$ cat config.mk
export PLATFORM = sky130hd
export DESIGN_NAME = prr_ram
export DESIGN_NICKNAME = d
export VERILOG_FILES = /design/src/hw/rtl/prr_ram.sv
export SDC_FILE = /design/constraint.sdc
export NUM_CORES = 2
export LEC_CHECK = 0
export BUFFER_PORTS_ARGS = -buffer_cell sky130_fd_sc_hd__buf_4
export CORE_ASPECT_RATIO = 0.5
export CORE_UTILIZATION = 55
export CTS_CLUSTER_SIZE = 24
export DETAILED_ROUTE_END_ITERATION = 8
export PLACE_DENSITY = 0.67
export SYNTH_ARGS = -nofsm -noshare
export SYNTH_HDL_FRONTEND = slang
export SYNTH_SLANG_ARGS = --single-unit
$ cat constraint.sdc
create_clock -name clk -period 3.09 [get_ports clk]
set_input_delay 0.309 -clock clk [delete_from_list [all_inputs] [get_ports clk]]
set_output_delay 0.309 -clock clk [all_outputs]
set_load 0.02 [all_outputs]
$ cat src/hw/rtl/prr_ram.sv
// ----------------------------------------------------------------------------
// prr_ram
// generic single-port-write, single-port-read ram with registered read
// ----------------------------------------------------------------------------
module prr_ram #(
    parameter int WIDTH = 16,
    parameter int DEPTH = 256
) (
    input  logic                     clk,
    input  logic                     we,
    input  logic [$clog2(DEPTH)-1:0] waddr,
    input  logic [WIDTH-1:0]         wdata,
    input  logic [$clog2(DEPTH)-1:0] raddr,
    output logic [WIDTH-1:0]         rdata
);

    logic [WIDTH-1:0] mem [DEPTH];

    always_ff @(posedge clk)
    begin
        if (we)
        begin
            mem[waddr] <= wdata;
        end
        rdata <= mem[raddr];
    end

endmodule

* After elaboration in Yosys (flattened, before gate mapping) *
Memories as Yosys holds them, arrays and structs flattened. A register that Yosys moved wholly into a read port is not among the register bits.
Cells that the tools add are included.

storage, ports and cells
  bits in registers = 0
  RAM bits = 4096
  bits of input ports = 34
  output and inout bits = 16
  logic and storage cells = 3
  memories kept = 1

operators by class
  mux-type cells = 2

memories
  memory  depth  bits a word  rd ports  clocked after memory_dff  write ports  RTL line  RTL
  mem     256    16           1         1                         1            17        logic [WIDTH-1:0] mem [DEPTH];

operator list
  operator           number
  1-bit two-way mux  2

* Depth between registers and ports, before layout *
  depth in word-level cells = 2
  mapped depth = 12
  gate-level depth less buffers = 6

* Least setup slack after synthesis *
Ideal clock, no wire load.

  path kind = input to register
  from = input port waddr[3]
  to = memory mem[235][0], enable pin
  setup time = 0.388 ns
  arrival time = 2.086 ns
  required time = 2.702 ns
  path slack = 0.616 ns
  cell stages on the path = 6
  path buffers = 3
  cells stage by stage = clkbuf_1 -> nor2b_1 -> clkbuf_1 -> nand4_1 -> clkbuf_1 -> nor2_1

RTL lines
  item         RTL line  RTL
  from (decl)  11        input logic [$clog2(DEPTH)-1:0] waddr,
  to (decl)    17

No word-level cell before the write port.

==> results.md <==
* Post-synth top area share at 0.775
* Slew margin rel. at 0.155
* Hold wc startpoint: raddr[6]
* EDFF count, synth at 4096
* Hold/Removal Path Class: in2reg
* Setup TNS at 0 ps
* Final setup violation count at 0
* Count leader, synth: edfxtp_1
* H-tree Lvls at 5
* Maximum vdd drop at 0.000438 V
* WL per Instance at 34.3 µm
* Share of layout cells above drive strength 1 at 0.281
* # IOs at 50
* Fin nets at 8207
* Die Y-Extent at 382 µm
* GRT Overall Usage at 0.289
* P&R area growth vs syn at 14.0%
* Antenna violations before repair at 33
* Max-Cap Viols at 0
* Placed wire-length estimate at 262000 µm
* Clk buf depth at 4
* Cell Pwr Density at 620 nW/µm²
* Final setup margin at 142 ps
* Via count at 81600
* Drt first pass iters at 6
* Post-synthesis cell count at 7360
* Seq/Total Area, Yosys at 0.777
* Number of global-route vias before repair at 78700
* Setup Crit Path Kind: reg2reg
* Largest net degree at the start of global routing at 117
* Syn Std Cell Area at 159000 µm²
* Detailed Route WL at 422000 µm
* Pins over their slew limit at 0
* WHS Path Cells at 4
* Die Wd at 762 µm
* Post-route ant nets at 0
* Clock skew at 42.2 ps
* Fmax at 0.339 GHz
* Initial DRC Count at 12900
* Starting density of the core at 0.553
* R2r endpoint: rdata[8]
* Primary FF master, synth: edfxtp_1
* Reg-to-Reg Start: mem[59][8]
* Core Rows at 139
* Crit-path max FO at 1
* Avg Vias per Cell at 6.64
* Core Util, Final at 0.631
* TritonCTS clock tree: built
* Reg2reg path depth at 6
* Slew @ Worst Pin at 1270 ps
* Internal reg-to-reg setup slack at 140 ps
* Clock buffer count from CTS at 355
* RSZ-0062 raised after global routing: false
* Port bufs at 49
* Crit end category: flip-flop
* Final Cycle Share at 0.954
* CP Launch Type: flip-flop
* CTS Sinks at 4112
* Post-synth net total at 7394
* Clk Tree Root Cell: clkbuf_16
* Clock slew at reported path FFs at 70 ps
* Setup Buffers After CTS at 0
* Top cells by area, synth: edfxtp_1 77%, mux4_2 11%, mux2i_1 3.6%
* WHS at 130 ps
* Core area at 287000 µm²
* Clock Latency Late Sink at 920 ps
* Grt total ovfl at 0
* DR DRC count at 0
* WP data required at 3870 ps
* Share of synthesized registers carrying an async set or reset at 0
* Synthesized flop and latch total at 4112
* Area leader, netlist: edfxtp_1
* Dpl ws at -763 ps
* Worst Setup SP: mem[59][8]
* Most frequent cells after synthesis: 4096 x edfxtp_1, 797 x mux4_2, 565 x mux2i_1, 304 x nor2_1, 252 x o221ai_1
* Status: finished clean
* Distinct cells, synth at 52
* Fin. Hold Viols at 0
* Ys Warns at 0
* Full die area at 291000 µm²
* Post-layout minimum cycle time at 2950 ps
* Syn Area/Cell at 21.6 µm²
* Worst hold endpoint: rdata[1]
* First-pass GRT wire length at 596000 µm
* Leakage power at 0.0582 µW
* Final Wtd Congestion at 0.930
* Critical path arrival at 3730 ps
==> routing by layer <==
| metal | track usage | up-vias | share of wire |
|---|---|---|---|
| met5 | 0.00639 | - | 0.00082 |
| met4 | 0.0969 | 14 | 0.036 |
| met3 | 0.0676 | 681 | 0.12 |
| met2 | 0.418 | 4858 | 0.44 |
| met1 | 0.437 | 43100 | 0.40 |
| li1 | - | 32900 | - |
==> layout by cell type, fill, tap and decap left out, types with 28 or more instances in the layout <==
cell / n
edfxtp_1: 4096
mux4_2: 797
buf_4: 747
mux2i_1: 565
clkbuf_16: 362
o221ai_1: 252
nor2_1: 229
a21oi_1: 175
o22ai_1: 148
buf_12: 125
nor3_1: 90
mux2_2: 88
nor2_2: 74
clkbuf_1: 69
clkinv_1: 68
clkinv_2: 62
a22oi_1: 43
nand2_1: 37
o21ai_0: 37
a22o_1: 32
bufinv_16: 31
a221oi_1: 28
==> sequential cells by signal (all words and copies together) (netlist names) <==
name,cells
mem,4096
rdata,16
==> what timing repair did <==
item / CTS / global route
hold endpoints to repair: 726 / 0
hold buffers: 16 / 0
endpoints found under the setup margin: 4 / 0
resized for setup: 4 / 0
==> worst max-delay path by stage <==
stage             endpoint  cells past startpoint
2_1_floorplan  mem[235][0]                      6
3_3_place_gp     rdata[11]                     11
3_5_place_dp     rdata[11]                     11
4_1_cts          rdata[11]                      8
5_1_grt           rdata[8]                      6
6_report          rdata[8]                      6
==> per-stage QoR <==
stage / cell area [µm²] / total power (µW) / instances
after floorplan: 159000 / 65800 / 7360
after global placement: 170000 / 69000 / 11600
after detailed placement: 170000 / 69100 / 11600
after CTS: 181000 / 113000 / 12300
after global routing: 181000 / 115000 / 12300
final: 181000 / 112000 / 12300
==> cell families (layout without fill, tap and decap cells) <==
| family | after synthesis | after routing | share of synthesized area |
|---|---|---|---|
| flip-flops | 4112 | 4112 | 0.777 |
| multiplexers | 1450 | 1450 | 0.155 |
| AO/OA/AOI/OAI | 786 | 786 | 0.0354 |
| AND/OR/NAND/NOR | 556 | 556 | 0.0157 |
| buffers and inverters | 456 | 1542 | 0.0169 |
| other | 0 | 26 | 0 |
==> worst max-delay path, stage by stage (launching register included) <==
cell	delay (ps)
edfxtp_1	360
mux4_2	520
mux4_2	530
a22o_1	430
o32ai_2	770
buf_12	170
nor4_1	40
==> where the power goes <==
group | switching [µW] | leakage, µW | internal, µW | total (µW)
combinational | 4030 | 0.0158 | 2390 | 6420
clock | 19900 | 0.00545 | 24200 | 44100
sequential | 146 | 0.0369 | 61400 | 61600
total | 24100 | 0.0582 | 88000 | 112000
==> final cells by class <==
| cell class | instances | area, µm² |
|---|---|---|
| Antenna cell | 26 | 65.1 |
| Clock buffer | 433 | 9350 |
| Clock inverter | 197 | 1850 |
| Fill cell | 19200 | 106000 |
| Inverter | 4 | 27.5 |
| Multi-Input combinational cell | 2792 | 33000 |
| Sequential cell | 4112 | 123000 |
| Tap cell | 3807 | 4760 |
| Timing Repair Buffer | 908 | 8580 |
Note: power is estimated with default switching activity, not from simulation.
