==> src/hw/rtl/prr_pkg.sv <==
// ----------------------------------------------------------------------------
// prr_pkg
// shared constants, codes and interface types of the rational resampler
// ----------------------------------------------------------------------------
package prr_pkg;

    localparam int SAMPLE_BITS     = 16;
    localparam int COEF_BITS       = 18;
    localparam int MAX_HALF        = 128;
    localparam int MAX_PHASE_COUNT = 256;
    localparam int RING_DEPTH      = 2 * MAX_HALF;
    localparam int BANK_DEPTH      = MAX_PHASE_COUNT * RING_DEPTH;
    localparam int MAX_RESULTS     = 64;

    localparam int CNT_W  = 40;   // samples received
    localparam int OUT_W  = 49;   // outputs made, end index
    localparam int PROD_W = 66;   // a*b+addend of the mul/div unit
    localparam int OPA_W  = 49;
    localparam int OPB_W  = 16;
    localparam int ACC_W  = 44;

    localparam logic [CNT_W-1:0] COUNT_LIMIT = {CNT_W{1'b1}};

    typedef enum logic [1:0] {
        FUNC_SAMPLE = 2'd0,
        FUNC_COEF   = 2'd1,
        FUNC_FLUSH  = 2'd2,
        FUNC_NONE   = 2'd3
    } func_t;

    typedef enum logic [1:0] {
        REG_UP   = 2'd0,
        REG_DOWN = 2'd1,
        REG_HALF = 2'd2,
        REG_NONE = 2'd3
    } reg_idx_t;

    // (a*b + addend) / divisor
    typedef struct packed {
        logic              start;
        logic [OPA_W-1:0]  a;
        logic [OPB_W-1:0]  b;
        logic [OPB_W-1:0]  addend;
        logic [OPB_W-1:0]  divisor;
    } prr_md_req_t;

    typedef struct packed {
        logic              done;
        logic [PROD_W-1:0] quot;
        logic [OPB_W-1:0]  rem;
    } prr_md_rsp_t;

endpackage

==> src/hw/rtl/prr_muldiv.sv <==
// ----------------------------------------------------------------------------
// prr_muldiv
// sequential (a*b + addend) / divisor: shift-add multiply, restoring divide
// ----------------------------------------------------------------------------
module prr_muldiv (
    input  logic                clk,
    input  logic                rst_n,
    input  prr_pkg::prr_md_req_t req,
    output prr_pkg::prr_md_rsp_t rsp
);
    import prr_pkg::*;

    localparam int MUL_STEPS = OPB_W;
    localparam int DIV_STEPS = PROD_W;
    localparam int STEP_W    = $clog2(DIV_STEPS + 1);

    typedef enum logic [2:0] {
        M_IDLE = 3'b001,
        M_MUL  = 3'b010,
        M_DIV  = 3'b100
    } md_state_t;

    md_state_t         state_reg, state_next;
    logic [STEP_W-1:0] step_reg, step_next;
    logic [PROD_W-1:0] prod_reg, prod_next;
    logic [PROD_W-1:0] mcand_reg, mcand_next;
    logic [OPB_W-1:0]  mplier_reg, mplier_next;
    logic [OPB_W-1:0]  div_reg, div_next;
    logic [OPB_W-1:0]  rem_reg, rem_next;
    logic              done_reg, done_next;
    logic [OPB_W:0]    trial;
    logic              qbit;

    assign trial = {rem_reg, prod_reg[PROD_W-1]};
    assign qbit  = (trial >= {1'b0, div_reg});

    always_comb
    begin
        state_next  = state_reg;
        step_next   = step_reg;
        prod_next   = prod_reg;
        mcand_next  = mcand_reg;
        mplier_next = mplier_reg;
        div_next    = div_reg;
        rem_next    = rem_reg;
        done_next   = 1'b0;
        case (state_reg)
            M_IDLE:
            begin
                if (req.start)
                begin
                    prod_next   = PROD_W'(req.addend);
                    mcand_next  = PROD_W'(req.a);
                    mplier_next = req.b;
                    div_next    = req.divisor;
                    rem_next    = '0;
                    step_next   = STEP_W'(MUL_STEPS - 1);
                    state_next  = M_MUL;
                end
            end
            M_MUL:
            begin
                if (mplier_reg[0])
                begin
                    prod_next = prod_reg + mcand_reg;
                end
                mcand_next  = {mcand_reg[PROD_W-2:0], 1'b0};
                mplier_next = {1'b0, mplier_reg[OPB_W-1:1]};
                if (step_reg == '0)
                begin
                    step_next  = STEP_W'(DIV_STEPS - 1);
                    state_next = M_DIV;
                end
                else
                begin
                    step_next = step_reg - 1'b1;
                end
            end
            M_DIV:
            begin
                rem_next  = qbit ? OPB_W'(trial - {1'b0, div_reg}) : trial[OPB_W-1:0];
                prod_next = {prod_reg[PROD_W-2:0], qbit};
                if (step_reg == '0)
                begin
                    done_next  = 1'b1;
                    state_next = M_IDLE;
                end
                else
                begin
                    step_next = step_reg - 1'b1;
                end
            end
            default:
            begin
                state_next = M_IDLE;
            end
        endcase
    end

    always_ff @(posedge clk or negedge rst_n)
    begin
        if (!rst_n)
        begin
            state_reg <= M_IDLE;
            done_reg  <= 1'b0;
        end
        else
        begin
            state_reg <= state_next;
            done_reg  <= done_next;
        end
    end

    always_ff @(posedge clk)
    begin
        step_reg   <= step_next;
        prod_reg   <= prod_next;
        mcand_reg  <= mcand_next;
        mplier_reg <= mplier_next;
        div_reg    <= div_next;
        rem_reg    <= rem_next;
    end

    assign rsp.done = done_reg;
    assign rsp.quot = prod_reg;
    assign rsp.rem  = rem_reg;

endmodule

==> config.mk <==
export PLATFORM = sky130hd
export DESIGN_NAME = prr_muldiv
export DESIGN_NICKNAME = d
export VERILOG_FILES = /design/src/hw/rtl/prr_pkg.sv /design/src/hw/rtl/prr_muldiv.sv
export SDC_FILE = /design/constraint.sdc
export NUM_CORES = 1
export LEC_CHECK = 0
export ABC_CLOCK_PERIOD_IN_PS = 11550
export BUFFER_PORTS_ARGS = -buffer_cell sky130_fd_sc_hd__clkbuf_2
export CORE_UTILIZATION = 30
export CTS_BUF_LIST = sky130_fd_sc_hd__clkbuf_4 sky130_fd_sc_hd__clkbuf_8 sky130_fd_sc_hd__clkbuf_16
export CTS_CLUSTER_DIAMETER = 50
export DETAILED_ROUTE_END_ITERATION = 16
export PLACE_DENSITY = 0.59
export SYNTH_ARGS = -nofsm -noshare
export SYNTH_HDL_FRONTEND = slang
export SYNTH_SLANG_ARGS = --single-unit
==> constraint.sdc <==
create_clock -name clk -period 11.55 [get_ports clk]
set_input_delay 0.5775 -clock clk [delete_from_list [all_inputs] [get_ports clk]]
set_output_delay 0.5775 -clock clk [all_outputs]
set_load 0.005 [all_outputs]
# Word level (Yosys, flattened, before mapping)
# Cells that the tools add are included.
dict set report op_classes {
  n_addsub 3
  order_cmp 1
  eq_ne 8
  mux 20
  n_reduce_logical 10
}
# op n
set op_table {}
lappend op_table {{two-way mux 66 bit} 3}
lappend op_table {{one-hot mux 66 bit (3 select lines)} 1}
lappend op_table {{one-hot mux 66 bit (2 select lines)} 1}
lappend op_table {{adder 66 bit} 1}
lappend op_table {{one-hot mux 16 bit (2 select lines)} 2}
lappend op_table {{two-way mux 16 bit} 3}
lappend op_table {{two-way mux 7 bit} 3}
lappend op_table {{one-hot mux 7 bit (3 select lines)} 1}
lappend op_table {{greater-or-equal comparator 17 x 16 -> 1 bit} 1}
lappend op_table {{subtractor 16 bit} 1}
lappend op_table {{inequality test 2 bit (second input constant)} 5}
lappend op_table {{two-way mux 3 bit} 3}
lappend op_table {{one-hot mux 3 bit (3 select lines)} 1}
lappend op_table {{AND reduction 3 bit} 3}
lappend op_table {{zero test 7 bit} 1}
lappend op_table {{subtractor 7 x 1 -> 7 bit (second input constant)} 1}
lappend op_table {{AND reduction 2 bit} 3}
lappend op_table {{nonzero test 2 bit} 2}
lappend op_table {{equality test 3 x 1 -> 1 bit (second input constant)} 1}
lappend op_table {{equality test 3 x 2 -> 1 bit (second input constant)} 1}
lappend op_table {{equality test 3 bit (second input constant)} 1}
lappend op_table {{nonzero test 3 bit} 1}
lappend op_table {{two-way mux 1 bit} 2}
dict set report totals {
  ff_bits 191
  inputBits 100
  out_inout_bits 83
  word_cells 50
}

# Logic depth before layout (Yosys ltp)
dict set report depth {
  ltp_word 3
  depth_mapped 13
  depth_no_buf 13
}

# Worst setup path before layout
# No wires, ideal clock.
dict set report synth_path {
  kind {in2reg}
  startpoint {input req[97] in the netlist's numbering}
  endpoint {register mcand_reg[0], enable pin}
  setup_time_ps 636
  t_arrival_ps 6487
  required_time_ps 10914
  slack_ps 4427
  stages 2
  path_buffers 0
  cell_sequence {nand3b_1 o21ai_0}
}
dict set report synth_between {
  elab_chain_cells 2
}
# element line_no
set synth_lines {}
lappend synth_lines {{start: declaration} prr_muldiv.sv:8} ;# input prr_pkg::prr_md_req_t req,
lappend synth_lines {{inequality test 2 bit (no line)} -}
lappend synth_lines {{AND reduction 2 bit (no line)} -}
lappend synth_lines {{end signal: assignment} prr_muldiv.sv:118} ;# mcand_reg <= mcand_next;
lappend synth_lines {{end: declaration} prr_muldiv.sv:26} ;# logic [PROD_W-1:0] mcand_reg, mcand_next;
# No other way between the ends.
# A chain may end at the register's enable or synchronous reset.

# Worst setup path after layout
dict set report layout_path {
  startpoint {register state_reg[2]}
  endpoint {register prod_reg[35], enable pin}
}
dict set report layout_between {
  elab_chain_cells 3
  elab_cells_between_ends 7
  cone_classes {5 x eq/ne; 2 x reduce/logical}
}
# element line_no
set layout_lines {}
lappend layout_lines {{start: declaration} prr_muldiv.sv:23} ;# md_state_t state_reg, state_next;
lappend layout_lines {{start signal: assignment} prr_muldiv.sv:109} ;# state_reg <= state_next;
lappend layout_lines {{equality test 3 x 2 -> 1 bit (tied with other cells)} prr_muldiv.sv:47} ;# case (state_reg)
lappend layout_lines {{inequality test 2 bit (no line) / nonzero test 3 bit (equally long branches)} -}
lappend layout_lines {{AND reduction 3 bit (no line) (*)} -}
lappend layout_lines {{end signal: assignment} prr_muldiv.sv:117} ;# prod_reg <= prod_next;
lappend layout_lines {{end: declaration} prr_muldiv.sv:25} ;# logic [PROD_W-1:0] prod_reg, prod_next;
# Mark *: on every way between the ends. The rest lies on a longest branch, timed or not.

==> flow_summary.yaml <==
outcome:
  status: "finished, final reports clean"
synthesis:
  syn_inst: 1352
  ys.warnings.count: 0
  synthAdderAreaFrac: 0.0844
  synth_flop_cell: "edfxtp_1"
  synthArstFlopShare: 0.0209
  ys_seq_area_frac: 0.453
  muxShareOfSynthArea: 0.00555
  synth_top_family_by_area: "compound AO/OA/AOI/OAI gates"
  synth_edf_count: 187
  synth.distinct_cells: 89
  synth_xor_area_frac: 0.0471
  yosys.area_share.simple: 0.179
  ys_ff_latch: 191
  syn_area_um2: 12600
  synth_compound_area_frac: 0.194
  synth_nets: 1536
  syn_avg_cell_area_um2: 9.34
worst_setup_path:
  crit_family: "buffers and inverters"
  cp_max_fo: 78
  crit_path_max_incr_delay_ns: 0.80
  cp.required_ns: 11.63
  worstSetupPathType: "reg -> reg"
  crit_buf_inv: 2
  critPathLaunchType: "register"
  arrival_ns: 3.63
  slowest_stage: "nor2_1"
  critPathCaptureType: "register"
  critPathMostFrequentCell: "buf_4"
  crit_chain: "nor2_1 -> and2_2 -> buf_4 -> a21o_2 -> buf_4"
  crit_cells: 5
  reg2reg_depth: 5
sta:
  setup_viol: 0
  fmax_mhz: 281
  fin_setup_tns_ns: 0
  rsz0062_at_grt: "false"
  post-route-period-util: 0.308
  worst_pin_slew_ns: 1.14
  whs_ns: 0.293
  period_minus_slack_ns: 3.56
  skew_ns: 0.0147
  fin_ws_ns: 7.99
  maxSlewViolCount: 0
  slew_headroom: 0.241
  final-hold-violation-count: 0
detailed_routing:
  antenna_left: 0
  via_count: 10384
  drt_first_pass_iters: 5
  routed_wl_um: 33500
  detail_route.wl_per_cell_um: 16.5
  drc_errors: 0
  first_iter_violations: 643
  vias_per_cell: 5.10
final_layout:
  n_fill_cell: 4211
  n_antenna_cell: 0
  syn_to_final_growth_pct: 15.4
  final_common_cell: "nand2_1"
  post-route-util: 0.354
  final_nets: 1676
  drive_gt1_frac: 0.175
  layout_common_cells: "nand2_1, edfxtp_1, clkbuf_2"
pwr:
  combPwrFrac: 0.548
  p_seq_frac: 0.311
  p_leak_nw: 6.14
  pwr-share-clk: 0.141
  peakVddDrop_mv: 0.115
  sw_frac_of_total: 0.451
  power_density_nw_per_um2: 293
  power.internal_mw: 2.35
  power_switching_mw: 1.93
  power.total_mw: 4.27
global_routing:
  use_met2: 0.257
  grt_pass1_wl_um: 54300
  met1_usage: 0.212
  busiest_layer: "met2"
  grt_max_degree: 82
  antenna_found_initial: 0
  met3_usage: 0.0322
  track_usage: 0.157
  overflow: 0
  grt_pass1_vias: 10306
clock_network:
  htreeDepth: 4
  clockBufferDepth: 2
  post_cts_resized: 0
  clkTransAtPathRegs_ns: 0.07
  cts.sinks: 191
  clk_latency_ns: 0.46
  cts_root_buffer: "clkbuf_16"
  cts_buffers: 17
  tritoncts: "built"
placement:
  dpl.hpwl_um: 24800
  globalplace.congestion: 0.906
  dp_slack_ns: 7.96
  portBuffers: 182
floorplanning:
  num_rows: 74
  io_pins: 183
  coreArea_um2: 41200
  die_area_um2: 42900
  die_w_um: 207
  die_y_um: 207
  initial_core_util: 0.307
min_path:
  holdPathStages: 1
  worstHoldPathType: "in -> reg"
flow_run:
  max_cap_violations: 0
==> timing repair <==
item,in CTS,in global routing
hold buffers,1,0
hold endpoints to repair,3,0
buffers inserted,0,0
==> worst paths after layout <==
path | start | endpoint | slack [ns]
worst max-delay path | state_reg[2] | prod_reg[35] | 7.99
worst min-delay path | req[15] | div_reg[15] | 0.29
worst max register to register | state_reg[2] | prod_reg[35] | 7.99
worst min register to register | mplier_reg[14] | mplier_reg[13] | 0.51
max in group asynchronous | rst_n | state_reg[0] | 10.80
min in group asynchronous | rst_n | done_reg | 0.54
==> power groups by stage <==
stage          clock network [mW]  registers (mW)  logic (mW)
5_1_grt                     0.645            1.36        2.62
3_5_place_dp                    0            1.34        2.33
4_1_cts                     0.620            1.33        2.35
2_1_floorplan                   0            1.30        1.74
3_3_place_gp                    0            1.34        2.31
6_report                    0.603            1.33        2.34
==> routing by layer <==
layer	routed length, µm	vias up
met5	0	-
met4	425	0
met3	1300	24
met2	15700	227
met1	16100	4942
li1	-	5191
==> Yosys cell counts, types with 20 or more instances <==
master / count / area share
a21o_1: 37 / 0.022
a21oi_1: 104 / 0.041
and3_1: 23 / 0.011
clkbuf_1: 53 / 0.016
edfxtp_1: 187 / 0.44
ha_1: 82 / 0.081
inv_1: 43 / 0.013
nand2_1: 309 / 0.092
nand3_1: 20 / 0.0079
nand4_1: 25 / 0.012
nor2_1: 66 / 0.020
nor3_1: 21 / 0.0083
o21ai_0: 94 / 0.037
xnor2_1: 33 / 0.023
xor2_1: 35 / 0.024
==> per-stage QoR <==
step / instance area [µm²] / std cells
6_report: 14600 / 2037
3_5_place_dp: 14000 / 2003
5_1_grt: 14600 / 2037
2_1_floorplan: 12600 / 1352
3_3_place_gp: 14000 / 2003
4_1_cts: 14600 / 2036
==> cells by family (layout without fill, tap and decap cells) <==
kind of cell	after synthesis	in the layout
compound gates	373	373
xor+xnor	68	68
fa+ha+maj	84	84
buf+inv	113	266
flops	191	191
mux	7	7
simple gates	516	516
==> area by class of cell <==
| cell class | count | area (µm²) | share of cell area |
|---|---|---|---|
| Multi-Input combinational cell | 1048 | 6480 | 0.444 |
| Tap cell | 532 | 666 | 0.0456 |
| Sequential cell | 191 | 5720 | 0.392 |
| Clock buffer | 20 | 448 | 0.0307 |
| Inverter | 43 | 161 | 0.0111 |
| Clock inverter | 12 | 134 | 0.00918 |
| Timing Repair Buffer | 191 | 981 | 0.0673 |
No activity file was read; power rests on OpenSTA's default activity.
